===== config.mk =====
export PLATFORM = sky130hd
export DESIGN_NAME = base64_stream_decoder
export DESIGN_NICKNAME = d
export VERILOG_FILES = /design/src/rtl/b64d_pkg.sv /design/src/rtl/base64_stream_decoder.sv
export SDC_FILE = /design/constraint.sdc
export NUM_CORES = 1
export LEC_CHECK = 0
export ABC_CLOCK_PERIOD_IN_PS = 4440
export BUFFER_PORTS_ARGS = -buffer_cell sky130_fd_sc_hd__buf_2
export CORE_UTILIZATION = 55
export DETAILED_ROUTE_END_ITERATION = 6
export PLACE_DENSITY_LB_ADDON = 0.1
export SLEW_MARGIN = 20
export SYNTH_ARGS = -nofsm -noshare
export SYNTH_HDL_FRONTEND = slang
export SYNTH_SLANG_ARGS = --single-unit

===== constraint.sdc =====
create_clock -name clk -period 4.44 [get_ports clk]
set_input_delay 1.11 -clock clk [delete_from_list [all_inputs] [get_ports clk]]
set_output_delay 1.11 -clock clk [all_outputs]
set_load 0.01 [all_outputs]

===== src/rtl/b64d_pkg.sv =====
`timescale 1ns / 1ps
package b64d_pkg;

  localparam int unsigned SymW    = 8;
  localparam int unsigned ByteW   = 8;
  localparam int unsigned StatW   = 2;
  localparam int unsigned MaxRes  = 3;

  localparam logic [StatW-1:0] STAT_OK       = 2'd0;
  localparam logic [StatW-1:0] STAT_BAD_CHAR = 2'd1;
  localparam logic [StatW-1:0] STAT_BAD_LEN  = 2'd2;

  localparam logic [SymW-1:0] CH_PLUS  = 8'h2B;
  localparam logic [SymW-1:0] CH_SLASH = 8'h2F;
  localparam logic [SymW-1:0] CH_PAD   = 8'h3D;

  typedef struct packed {
    logic       is_pad;
    logic       is_bad;
    logic [5:0] sextet;
  } sym_class_t;

  typedef struct packed {
    logic [ByteW-1:0] data_byte;
    logic             last_of_run;
    logic [StatW-1:0] status;
  } result_t;

  function automatic sym_class_t classify(input logic [SymW-1:0] c);
    sym_class_t r;
    r.is_pad = 1'b0;
    r.is_bad = 1'b0;
    r.sextet = 6'd0;
    if (c >= 8'h41 && c <= 8'h5A) begin
      r.sextet = 6'(c - 8'h41);
    end else if (c >= 8'h61 && c <= 8'h7A) begin
      r.sextet = 6'(c - 8'h61 + 8'd26);
    end else if (c >= 8'h30 && c <= 8'h39) begin
      r.sextet = 6'(c - 8'h30 + 8'd52);
    end else if (c == CH_PLUS) begin
      r.sextet = 6'd62;
    end else if (c == CH_SLASH) begin
      r.sextet = 6'd63;
    end else if (c == CH_PAD) begin
      r.is_pad = 1'b1;
    end else begin
      r.is_bad = 1'b1;
    end
    return r;
  endfunction

endpackage


===== src/rtl/base64_stream_decoder.sv =====
`timescale 1ns / 1ps
// Base64 stream decoder. While in_tready is high, one character is taken per
// cycle into an input register; the next cycle decodes it, updates the group
// state and writes zero to three result transactions into a 16-entry output
// queue, whose head drives the result channel. in_tready drops only when that
// queue could not take the results of the character in flight plus one more,
// so a stream sustains one character per clock while the consumer takes one
// byte per clock. Results are registered in the output queue before they leave.
// Status 1 marks a bad character or misplaced '=', status 2 a text length that
// is not a multiple of four; after an error, input is dropped up to the final
// character and bytes already sent for that text should be discarded.
module base64_stream_decoder
  import b64d_pkg::*;
(
  input  logic             clk,
  input  logic             rst_n,
  input  logic             in_tvalid,
  output logic             in_tready,
  input  logic [SymW-1:0]  in_tdata,   // [7:0] symbol
  input  logic             in_tlast,   // final_char
  output logic             out_tvalid,
  input  logic             out_tready,
  output logic [ByteW-1:0] out_tdata,  // [7:0] data_byte
  output logic             out_tlast,  // last_of_run
  output logic [StatW-1:0] out_tuser   // [1:0] status
);

  localparam int unsigned QDepth = 16;
  localparam int unsigned PtrW   = $clog2(QDepth);
  localparam int unsigned CntW   = $clog2(QDepth + 2 * MaxRes + 1);

  logic            v_r;
  logic [SymW-1:0] sym_r;
  logic            fin_r;

  logic [23:0] acc_r, acc_nxt;
  logic [1:0]  pos_r, pos_nxt;
  logic [2:0]  pad_r, pad_nxt;
  logic        done_r, done_nxt;
  logic        skip_r, skip_nxt;

  result_t         q_mem [QDepth];
  logic [PtrW-1:0] wr_ptr_r, rd_ptr_r;
  logic [CntW-1:0] cnt_r, cnt_nxt, fill;

  result_t    ent [MaxRes];
  logic [1:0] n_push;
  sym_class_t cls;
  logic       bad;
  logic [23:0] acc_new;
  logic [2:0]  pad_new;
  logic        in_acc, out_acc;

  assign fill      = cnt_r + (v_r ? CntW'(MaxRes) : CntW'(0));
  assign in_tready = (fill <= CntW'(QDepth - MaxRes));
  assign in_acc    = in_tvalid & in_tready;

  assign out_tvalid = (cnt_r != '0);
  assign out_tdata  = q_mem[rd_ptr_r].data_byte;
  assign out_tlast  = q_mem[rd_ptr_r].last_of_run;
  assign out_tuser  = q_mem[rd_ptr_r].status;
  assign out_acc    = out_tvalid & out_tready;

  assign cls     = classify(sym_r);
  assign bad     = cls.is_bad | done_r | ((pad_r != 3'd0) & ~cls.is_pad);
  assign acc_new = {acc_r[17:0], cls.sextet};
  assign pad_new = pad_r + {2'b00, cls.is_pad};

  always_comb begin
    acc_nxt  = acc_r;
    pos_nxt  = pos_r;
    pad_nxt  = pad_r;
    done_nxt = done_r;
    skip_nxt = skip_r;
    n_push   = 2'd0;
    for (int k = 0; k < MaxRes; k++) begin
      ent[k].data_byte   = acc_new[23-8*k -: 8];
      ent[k].last_of_run = 1'b0;
      ent[k].status      = STAT_OK;
    end
    if (v_r) begin
      if (skip_r) begin
        if (fin_r) begin
          acc_nxt  = '0;
          pos_nxt  = '0;
          pad_nxt  = '0;
          done_nxt = 1'b0;
          skip_nxt = 1'b0;
        end
      end else if ((fin_r && pos_r != 2'd3) || bad) begin
        n_push             = 2'd1;
        ent[0].data_byte   = '0;
        ent[0].last_of_run = 1'b1;
        ent[0].status      = (fin_r && pos_r != 2'd3) ? STAT_BAD_LEN : STAT_BAD_CHAR;
        acc_nxt  = '0;
        pos_nxt  = '0;
        pad_nxt  = '0;
        if (fin_r) begin
          done_nxt = 1'b0;
          skip_nxt = 1'b0;
        end else begin
          skip_nxt = 1'b1;
        end
      end else if (pos_r != 2'd3) begin
        acc_nxt = acc_new;
        pad_nxt = pad_new;
        pos_nxt = pos_r + 2'd1;
      end else begin
        case (pad_new)
          3'd0:    n_push = 2'd3;
          3'd1:    n_push = 2'd2;
          3'd2:    n_push = 2'd1;
          3'd3:    n_push = 2'd1;
          default: n_push = 2'd0;
        endcase
        for (int k = 0; k < MaxRes; k++) begin
          ent[k].last_of_run = (2'(k) == n_push - 2'd1);
        end
        acc_nxt  = '0;
        pos_nxt  = '0;
        pad_nxt  = '0;
        done_nxt = fin_r ? 1'b0 : (done_r | (pad_new != 3'd0));
      end
    end
  end

  assign cnt_nxt = cnt_r + CntW'(n_push) - (out_acc ? CntW'(1) : CntW'(0));

  always_ff @(posedge clk) begin
    if (!rst_n) begin
      v_r      <= 1'b0;
      acc_r    <= '0;
      pos_r    <= '0;
      pad_r    <= '0;
      done_r   <= 1'b0;
      skip_r   <= 1'b0;
      wr_ptr_r <= '0;
      rd_ptr_r <= '0;
      cnt_r    <= '0;
    end else begin
      v_r      <= in_acc;
      acc_r    <= acc_nxt;
      pos_r    <= pos_nxt;
      pad_r    <= pad_nxt;
      done_r   <= done_nxt;
      skip_r   <= skip_nxt;
      wr_ptr_r <= wr_ptr_r + PtrW'(n_push);
      if (out_acc) begin
        rd_ptr_r <= rd_ptr_r + PtrW'(1);
      end
      cnt_r    <= cnt_nxt;
    end
  end

  always_ff @(posedge clk) begin
    if (in_acc) begin
      sym_r <= in_tdata;
      fin_r <= in_tlast;
    end
    for (int k = 0; k < MaxRes; k++) begin
      if (2'(k) < n_push) begin
        q_mem[wr_ptr_r + PtrW'(k)] <= ent[k];
      end
    end
  end

endmodule


==> metrics.txt <==
status finished with violations; failing checks design-rule violations; Detail Route Antenna Nets 0; classification of the worst-slack hold path reg2reg; Port Buffer Count 25; chip width 155 microns; normalized max-slew margin 0.257; setup violation total in the final timing report 0; violation count after the first detailed-routing iteration around 1300; final HPWL from detailed placement 28.9 mm; cell with the most instances after synthesis sky130_fd_sc_hd__edfxtp_1; maximum clock path buffer count 3; Seq/Total Area, Yosys 0.472; mapped cell area 12900 sq um; overall power after layout approximately 6 mW; number of top-level pins 26; Core Rows 55; Worst-path clk slew approximately 60 ps; worst setup slack for register-to-register paths 350 ps; number of clock buffers inserted by TritonCTS 25; Top FF cell, synth sky130_fd_sc_hd__edfxtp_1; TritonCTS clock tree built; number of warnings printed during yosys synthesis 0; kind of start point of the critical path flip-flop; post-route insts no fill 1503; worst IR drop on VDD ~0.00036 V; required time of the critical path between 4000 and 5000 ps; fraction of final layout cells sized beyond drive strength 1 0.177; classification of the worst setup path reg2reg; area share of the largest cell type after synthesis 0.356; Pre-Repair DR Iteration Count 7; critical path data arrival time 4500 ps; Worst-Skew Late Latency 540 ps; number of placed instances with taps included between 1000 and 1500; cell types with the highest counts after synthesis sky130_fd_sc_hd__edfxtp_1, sky130_fd_sc_hd__nand2_1, sky130_fd_sc_hd__dfxtp_1; cell count after synthesis ~1200; net count after synthesis 1211; final cycle utilization of the critical path 0.920; Post-CTS Hold Buffers 0; final cell utilization of the core 0.626; die height around 160 microns; Post-synth EDFFs approximately 150; GP Congestion approximately 0.95; starting density of the core 0.565; Tot GR Track Use 0.342; kind of end point of the critical path flip-flop; largest clock skew in the final design 22.3 ps; detail-routed via count per cell about 7.1; wire length of the first global-routing pass roughly 61 mm; Worst Path Max Fanout 6; Die Outline Area ~24000 sq um; largest cells by area after synthesis sky130_fd_sc_hd__edfxtp_1, sky130_fd_sc_hd__dfxtp_1, sky130_fd_sc_hd__mux4_2; number of antenna violations at the first check in global routing 0; aggregate routed wire length 40.8 mm; Worst Tran Pin Value ~1100 ps; power density over cell area 415 nW/um^2; antenna cells 0; number of library cell types mapped by synthesis 63; layout overhead on the synthesized area 10.8%; Final #Nets around 1200; FFs w/ async S/R, synth 0; synthesized area per cell 11.0 sq um; via count of the first global-routing pass slightly above 10000; residual overflow from global routing 0; pin count of the biggest net entering global routing 43; Clk Tree Root Cell sky130_fd_sc_hd__clkbuf_16; Slew Limit Fails 0; Avg WL per Cell between 20 and 30 microns; maximum clock frequency ~240 MHz; Hold Fails Final Rpt 0; Setup Fix Bufs, Post-CTS 0; Std-Cell Core Area between 20000 and 25000 sq um; RSZ-0062 raised after global routing false; number of sinks on the clock net approximately 230; via count between 10000 and 15000; number of levels in the clock H-tree 1; max-capacitance violation count 0; leak pwr roughly 4.6 nW; number of DRC violations after detailed routing 1; register bit count reported by yosys 228; post-route worst hold slack a little under 500 ps; minimum clock period 4090 ps; cell accounting for the most synthesized area sky130_fd_sc_hd__edfxtp_1; final setup TNS 0 ps
## state kept, by name (all words and copies together), names as in the netlist, named ones only
signal and cells:
q_mem 176, acc_r 18, sym_r 8, cnt_r 5, rd_ptr_r 4, wr_ptr_r 4
pad_r 3, pos_r 2, done_r 1, fin_r 1, skip_r 1, v_r 1
## power breakdown
group	total [mW]	switching, mW	internal (mW)
Clock	2.08	0.835	1.24
Combinational	1.35	0.760	0.585
Sequential	2.51	0.178	2.34
Total	5.93	1.77	4.16
## path summary, 6_finish.rpt
check,start,cells past startpoint,to
max,sym_r[2]$_DFFE_PP_,19,cnt_r[4]$_SDFF_PN0_
min,q_mem[3][0]$_SDFFE_PP0P_,2,q_mem[3][0]$_SDFFE_PP0P_
max reg2reg,sym_r[2]$_DFFE_PP_,19,cnt_r[4]$_SDFF_PN0_
min reg2reg,q_mem[3][0]$_SDFFE_PP0P_,2,q_mem[3][0]$_SDFFE_PP0P_
## cell type report
| type | instances | area, sq um |
|---|---|---|
| Multi-Input combinational cell | 812 | 6350 |
| Fill cell | 1869 | 8550 |
| Tap cell | 313 | 392 |
| Inverter | 25 | 93.8 |
| Sequential cell | 228 | 6100 |
| Clock inverter | 10 | 126 |
| Clock buffer | 34 | 679 |
| Timing Repair Buffer | 81 | 558 |
## per-stage QoR
stage          area [sq um]  setup WS [ps]
2_1_floorplan         12900            291
3_3_place_gp          13500            286
3_5_place_dp          13500            232
4_1_cts               14300            213
5_1_grt               14300           22.1
6_report              14300            355
## cell usage in the layout, fill, tap and decap left out, types with 35 or more instances in the layout
cell type and count:
sky130_fd_sc_hd__o221ai_1 56, sky130_fd_sc_hd__edfxtp_1 153, sky130_fd_sc_hd__nand3_1 36, sky130_fd_sc_hd__a22oi_1 47, sky130_fd_sc_hd__mux2i_1 35, sky130_fd_sc_hd__nor2_1 46, sky130_fd_sc_hd__nand2_1 125, sky130_fd_sc_hd__dfxtp_1 73
sky130_fd_sc_hd__o21ai_0 60, sky130_fd_sc_hd__mux4_2 55, sky130_fd_sc_hd__a32oi_1 41, sky130_fd_sc_hd__buf_4 55
## layer usage
layer	track usage	up-vias	wire length [microns]
met5	0	-	0
met4	0.163	0	2000
met3	0.0552	133	4170
met2	0.550	757	18900
met1	0.456	5127	15700
li1	-	4599	-
## worst max-delay path, cell delays in order (launching register included)
cell and delay, ps:
sky130_fd_sc_hd__edfxtp_1 470, sky130_fd_sc_hd__inv_1 190, sky130_fd_sc_hd__ha_2 250, sky130_fd_sc_hd__nor2b_1 80, sky130_fd_sc_hd__and3_1 200, sky130_fd_sc_hd__ha_1 180
sky130_fd_sc_hd__ha_1 210, sky130_fd_sc_hd__xnor2_1 180, sky130_fd_sc_hd__a21boi_2 220, sky130_fd_sc_hd__nand2_2 140, sky130_fd_sc_hd__a21oi_2 170, sky130_fd_sc_hd__inv_1 60
sky130_fd_sc_hd__ha_1 270, sky130_fd_sc_hd__inv_1 40, sky130_fd_sc_hd__ha_1 200, sky130_fd_sc_hd__fa_1 400, sky130_fd_sc_hd__a21oi_1 160, sky130_fd_sc_hd__nor2_1 60
sky130_fd_sc_hd__or3_1 330, sky130_fd_sc_hd__and3_1 180
## kinds of logic (layout without fill, tap and decap cells)
group	Yosys count	after routing	share of synthesized area
xor+xnor	19	19	0.0129
buf+inv	129	150	0.0417
compound gates	306	306	0.176
fa+ha+maj	29	29	0.0299
flops	228	228	0.472
simple gates	368	368	0.144
mux	90	90	0.123
## what timing repair did
action | CTS | global route
endpoints found under the setup margin | 0 | 1
gates resized for setup | 0 | 3
hold endpoints to repair | 0 | 0
(Power assumes the default switching activity.)
